File: config.mk
export PLATFORM = sky130hd
export DESIGN_NAME = tt_ctrl
export DESIGN_NICKNAME = d
export VERILOG_FILES = /design/src/rtl/tt_pkg.sv /design/src/rtl/tt_ctrl.sv
export SDC_FILE = /design/constraint.sdc
export NUM_CORES = 1
export LEC_CHECK = 0
export BUFFER_PORTS_ARGS = -buffer_cell sky130_fd_sc_hd__buf_4
export CAP_MARGIN = 40
export CORE_AREA = 2 2 39 41
export CTS_CLUSTER_SIZE = 40
export DETAILED_ROUTE_END_ITERATION = 12
export DIE_AREA = 0 0 41 43
export GPL_ROUTABILITY_DRIVEN = 0
export PLACE_DENSITY = 0.38
export SYNTH_ARGS = -nofsm -noshare
export SYNTH_HDL_FRONTEND = slang
export SYNTH_SLANG_ARGS = --single-unit
export TNS_END_PERCENT = 10
File: constraint.sdc
create_clock -name clk -period 2.8 [get_ports clk]
set_input_delay 0.14 -clock clk [delete_from_list [all_inputs] [get_ports clk]]
set_output_delay 0.14 -clock clk [all_outputs]
set_load 0.05 [all_outputs]
File: src/rtl/tt_pkg.sv
// ----------------------------------------------------------------------------
// tt_pkg
// Shared types and constants for the transposition table: entry layout,
// controller states and the command/status bundles between control and data.
// ----------------------------------------------------------------------------
package tt_pkg;

    localparam int unsigned INDEX_BITS_DEFAULT     = 16;
    localparam logic [14:0] MATE_THRESHOLD_RESET   = 15'd30000;

    // Input operation codes
    localparam logic KIND_RECORD = 1'b0;
    localparam logic KIND_PROBE  = 1'b1;

    // Bound flag codes
    localparam logic [1:0] BOUND_EXACT = 2'd0;
    localparam logic [1:0] BOUND_UPPER = 2'd1;
    localparam logic [1:0] BOUND_LOWER = 2'd2;

    // One table entry, 106 bits
    typedef struct packed {
        logic [63:0]        key;
        logic signed [15:0] score;
        logic [7:0]         depth;
        logic [1:0]         flag;
        logic [15:0]        move;
    } entry_t;

    typedef enum logic [2:0] {
        ST_CLEAR,
        ST_IDLE,
        ST_READ,
        ST_ADJUST,
        ST_FINISH
    } state_t;

    // Controller to datapath
    typedef struct packed {
        logic clear_en;
        logic capture;
        logic read_en;
        logic adjust_en;
        logic commit_record;
        logic load_out;
    } cmd_t;

    // Datapath to controller
    typedef struct packed {
        logic clear_last;
        logic is_probe;
        logic out_room;
    } status_t;

endpackage

File: src/rtl/tt_ctrl.sv
// ----------------------------------------------------------------------------
// tt_ctrl
// Sequencer for the transposition table: clearing pass after reset, then
// capture, table read, score adjust and commit or result load of one word at a time.
// ----------------------------------------------------------------------------
module tt_ctrl (
    input  logic            clk,
    input  logic            rst_n,
    input  logic            in_valid,
    output logic            in_stall,
    input  tt_pkg::status_t status,
    output tt_pkg::cmd_t    cmd
);

    tt_pkg::state_t state_reg;
    tt_pkg::state_t state_next;

    // Hold the state
    always_ff @(posedge clk or negedge rst_n)
    begin
        if (!rst_n)
        begin
            state_reg <= tt_pkg::ST_CLEAR;
        end
        else
        begin
            state_reg <= state_next;
        end
    end

    // Advance the sequence and issue commands
    always_comb
    begin
        state_next = state_reg;
        cmd        = '0;
        in_stall   = 1'b1;
        unique case (state_reg)
            tt_pkg::ST_CLEAR:
            begin
                cmd.clear_en = 1'b1;
                if (status.clear_last)
                begin
                    state_next = tt_pkg::ST_IDLE;
                end
            end
            tt_pkg::ST_IDLE:
            begin
                in_stall = 1'b0;
                if (in_valid)
                begin
                    cmd.capture = 1'b1;
                    state_next  = tt_pkg::ST_READ;
                end
            end
            tt_pkg::ST_READ:
            begin
                cmd.read_en = 1'b1;
                state_next  = tt_pkg::ST_ADJUST;
            end
            tt_pkg::ST_ADJUST:
            begin
                cmd.adjust_en = 1'b1;
                state_next    = tt_pkg::ST_FINISH;
            end
            tt_pkg::ST_FINISH:
            begin
                if (!status.is_probe)
                begin
                    cmd.commit_record = 1'b1;
                    state_next        = tt_pkg::ST_IDLE;
                end
                else if (status.out_room)
                begin
                    cmd.load_out = 1'b1;
                    state_next   = tt_pkg::ST_IDLE;
                end
            end
            default:
            begin
                state_next = tt_pkg::ST_IDLE;
            end
        endcase
    end

endmodule

; After elaboration in Yosys (flattened, before gate mapping)
; Cells that the tools add are included.
[totals]
register_bits = 3
latchBits = 0
wordCells = 25
ramBits = 0
output_inout_bits = 7
romBits = 0
input_bits = 6
n_memories = 0
[classes]
n_eq_ne = 7
mul = 0
addsub = 0
n_bitwise = 0
mux = 15
div_mod_pow = 0
order_cmp = 0
reduce_logical = 2
shift = 0
[op_table]
columns = operator, count
row1 = $pmux 3 s5, 1
row2 = $mux 3, 4
row3 = $mux 1, 9
row4 = $eq 3x2->1 const B, 2
row5 = $ne 2x2->1 const B, 2
row6 = $eq 3x1->1 const B, 1
row7 = $eq 3x3->1 const B, 1
row8 = $logic_not 3->1, 1
row9 = $ne 3x3->1 const B, 1
row10 = $reduce_and 3->1, 1
row11 = $mux 2, 1

; Depth between registers and ports, before layout
[logic_depth]
ltp_word = 3
ltp_mapped = 3

; Worst setup path before layout
; OpenSTA, ideal clock, no wires.
[synth_path]
path_kind = reg2out
startpoint = register state_reg[2]
endpoint = output port cmd[4] (netlist bit)
setup_slack_ps = 1007
arrival_time_ps = 1653
stages_incl_launch_ff = 4
cell_sequence = dfrtp_1 -> clkbuf_2 -> or3b_4 -> nor2_1
[synth_rtl]
columns = element, line
row1 = start: declaration, tt_ctrl.sv:15  ; tt_pkg::state_t state_reg;
row2 = start signal: assignment, tt_ctrl.sv:23  ; state_reg <= tt_pkg::ST_CLEAR;
row3 = start signal: assignment, tt_ctrl.sv:27  ; state_reg <= state_next;
row4 = end: declaration, tt_ctrl.sv:12  ; output tt_pkg::cmd_t cmd

==> results <==
- The run finished with clean final reports.
- The growth of design area from synthesis to finish is 71.1%.
- The startpoint identified for the worst hold timing path is in_valid.
- The initial antenna violation count is 0.
- Input and output buffers added on the ports amount to 12.
- The overall fraction of global-route tracks in use is 8.94%.
- The headroom to the max-slew limit is 82.0%.
- Once detail routing completed, the nets flagged for antenna violations numbered 0.
- For this run, the top clock speed supported by timing is 629 MHz.
- The power density normalized to cell area is 1360 mW/mm^2.
- The post-CTS resize count is 0.
- The cell area after placement is 304 sq um.
- The power share of the combinational group is 62.0%.
- The cts-stage hold buffer count is 1.
- The H-tree depth reported by CTS is 1.
- The detailed-route vias per instance is 4.00.
- The worst path needs 1.59 ns of the cycle, external delays included.
- STA classifies the critical path endpoint as an output pin.
- The classification of the worst-slack hold path is primary input to flip-flop.
- For this run, the detailed router's first-pass iteration total came to 1.
- The post-route clock period utilization is 56.8%.
- No sink is reached through more buffers than the 2 on the longest clock path.
- Measured along the x axis, the die boundary spans 41 um.
- The number of distinct library cell variants in the gate-level netlist after synthesis is 15.
- Setup repair after global routing left no endpoint under its margin.
- The buffer type at the clock tree root is sky130_fd_sc_hd__clkbuf_4.
- The flip-flop count of the largest register, all copies and words added is 3.
- The biggest area contributor in the post-synthesis netlist is sky130_fd_sc_hd__dfrtp_1.
- After routing the design area is 340 sq um.
- The net switching power figure is 0.000244 W.
- The remaining global-route overflow is 0.
- In the routed design, unresolved DRC markers number 0.
- By area the synthesized netlist is led by sky130_fd_sc_hd__dfrtp_1, sky130_fd_sc_hd__nor2_1, sky130_fd_sc_hd__o2bb2ai_2, sky130_fd_sc_hd__nand2b_1, sky130_fd_sc_hd__or3b_4.
- The reg-to-reg critical path startpoint is state_reg[1].
- In the post-synthesis netlist, the cell with the most instances is sky130_fd_sc_hd__nor2_1.
- In this run the vertical extent of the chip is 43 um.
- The post-route netlist has 50.0% of its cells at a drive strength greater than 1.
- The total setup buffers inserted after CTS is 0.
- The total of endpoints with negative setup slack in the final report is 0.
- In this run the register-to-register setup slack is 1.71 ns.
- The worst setup path is launched from a flip-flop.
- The fraction of synthesized cell area taken by the top area cell type is 37.7%.
- The later pin in the worst-skew pair is clocked with a latency of 0.23 ns.
- In this run the standard cell core region covers 0.00138 sq mm.
- The routed layout has 216 vias.
- The worst setup path is of the flip-flop to output pin kind.
- The number of antenna diodes in the final layout is 0.
- The number of I/O pins is 13.
- The count of state elements after synthesis is 3.
- The worst flop-to-flop path endpoint is state_reg[0].
- The peak supply drop is 0.404 mV.
- The most used flip-flop cell after synthesis is sky130_fd_sc_hd__dfrtp_1.
- The number of pins with negative max-slew slack in the final report is 0.
- The part of the Yosys area used for sequential elements is 37.7%.
- For this block, the initial DRC count from the detailed router was 0.
- The via count of the first global-routing pass is 226.
- Entering global routing, the biggest net connects 10 pins.
- The clock buffer count from CTS is 3.
- Registers are responsible for 21.1% of the overall power.
- Of all flip-flops after synthesis, the portion carrying an async set or reset was 100%.
- The count of max-cap constraint violations is 0.
- Synthesis produced a netlist whose cell count is 22.
- The effective utilization at floorplan is 14.4%.
- For this block, the routed nets add up to 617 um of wire.
- The wire length of the first global-routing pass is 1060 um.
- The number of warnings issued by yosys is 0.
- The final hold violation count is 0.
- By count the netlist is led by sky130_fd_sc_hd__nor2_1, sky130_fd_sc_hd__dfrtp_1, sky130_fd_sc_hd__nand2b_1.
- The slew at the pin with the worst max-slew slack is 0.270 ns.
- The filler cell count in the final layout is 151.
- The number of sinks driven by the clock tree is 3.
- In this run the worst path has a maximum fanout of 9.
- The switching fraction of total power is 52.6%.
- The average cell area after synthesis is 9.04 sq um.
- The average wire per cell in the routed design is 11.4 um.
- The count of nets after finishing is 45.
- After clock tree synthesis, the clock-pin slew on the worst setup and hold paths is 0.04 ns.
- The worst clock skew on the final layout is 0.00229 ns.
- Summed over all nets, the half-perimeter wirelength after detailed placement is 483 um.
- Across all hold checks on the routed design, the worst slack comes to 0.0960 ns.
- The number of synthesized flops with an enable pin is 0.
- The number of cells on the worst hold path is 2.
- Of the total power, the clock network draws 16.9%.
- The leakage power of the design is 0.167 nW.
- The internal portion of the total power is 0.000219 W.
- Synthesis produced a netlist with a net count of 28.
- The full die area is 0.00176 sq mm.
- The required time at the worst-slack endpoint is 2.66 ns.
- The arrival time reported for the critical path endpoint is 1.45 ns.
- The number of cells on the worst reg-to-reg path is 3.
- The floorplan has 14 rows.
- After synthesis the cells add up to 199 sq um.
- The end of the worst hold path is state_reg[0].
- The total negative setup slack is 0 ns.
- TritonCTS built the clock tree.
-- layout make-up --
type,instances,area (sq um),area share [%]
clock buffers,4,26.3,7.72
inverters,1,3.75,1.10
multi-input cells,17,115,33.8
flip-flops and latches,3,75.1,22.1
well taps,16,20.0,5.88
repair buffers,13,100,29.4
-- critical path, stage by stage, from the launching register on --
cell and delay, ns:
sky130_fd_sc_hd__dfrtp_1 0.46, sky130_fd_sc_hd__or3b_4 0.43, sky130_fd_sc_hd__nor2_1 0.12, sky130_fd_sc_hd__buf_4 0.21
-- routing by layer --
layer  global-route usage, %  part of all wire [%]  vias to the layer above
li1                        -                     -                      109
met1                    13.5                    45                       94
met2                    10.0                    43                       13
met3                    1.57                    12                        0
met4                    8.00                     0                        0
met5                       0                     0                        -
-- power groups by stage --
stage                     clock network (W)  registers, W  logic, W
after global placement                    0     0.0000949  0.000289
final                             0.0000780     0.0000977  0.000287
after global routing              0.0000857      0.000106  0.000304
after floorplan                           0     0.0000793  0.000227
after detailed placement                  0     0.0000964  0.000290
after CTS                         0.0000837     0.0000971  0.000290
-- layout by cell type (no fill, tap or decap) --
master                          netlist  final
sky130_fd_sc_hd__o2bb2ai_2            1      1
sky130_fd_sc_hd__dlygate4sd3_1        0      1
sky130_fd_sc_hd__nand2b_1             2      2
sky130_fd_sc_hd__buf_4                0     12
sky130_fd_sc_hd__nand2_1              1      1
sky130_fd_sc_hd__or3b_4               1      1
sky130_fd_sc_hd__dfrtp_1              3      3
sky130_fd_sc_hd__o21bai_1             1      1
sky130_fd_sc_hd__nand4b_1             1      1
sky130_fd_sc_hd__clkbuf_1             0      1
sky130_fd_sc_hd__nor3_1               1      1
sky130_fd_sc_hd__inv_1                1      1
sky130_fd_sc_hd__and3b_2              1      1
sky130_fd_sc_hd__a21oi_1              1      1
sky130_fd_sc_hd__nor2_1               5      5
sky130_fd_sc_hd__clkbuf_4             0      3
sky130_fd_sc_hd__and4_2               1      1
sky130_fd_sc_hd__nand3b_1             1      1
-- per-stage QoR --
stage,power (W),std cells,worst slack (ns),utilization (%)
finish,0.000463,54,1.21,24.6
floorplan,0.000306,22,1.01,-
detailed placement,0.000386,49,1.47,22.0
global route,0.000496,54,1.15,24.6
global placement,0.000384,49,1.46,22.0
CTS,0.000471,54,1.20,24.6
-- cell families after synthesis --
logic type,share of synthesized area (%)
and+or+nand+nor,44.0
buffers and inverters,4.40
AOI/OAI and AO/OA,13.8
DFF,37.7
-- how the worst max path moves through the flow --
stage | from | endpoint | slack [ns] | cells past startpoint
after floorplan | state_reg[2] | cmd[4] | 1.01 | 3
after global placement | state_reg[2] | cmd[4] | 1.46 | 3
after detailed placement | state_reg[2] | cmd[4] | 1.47 | 3
after CTS | state_reg[2] | cmd[4] | 1.20 | 3
after global routing | state_reg[2] | cmd[4] | 1.15 | 3
final | state_reg[2] | cmd[4] | 1.21 | 3
Power figures use the tool's default switching activity.
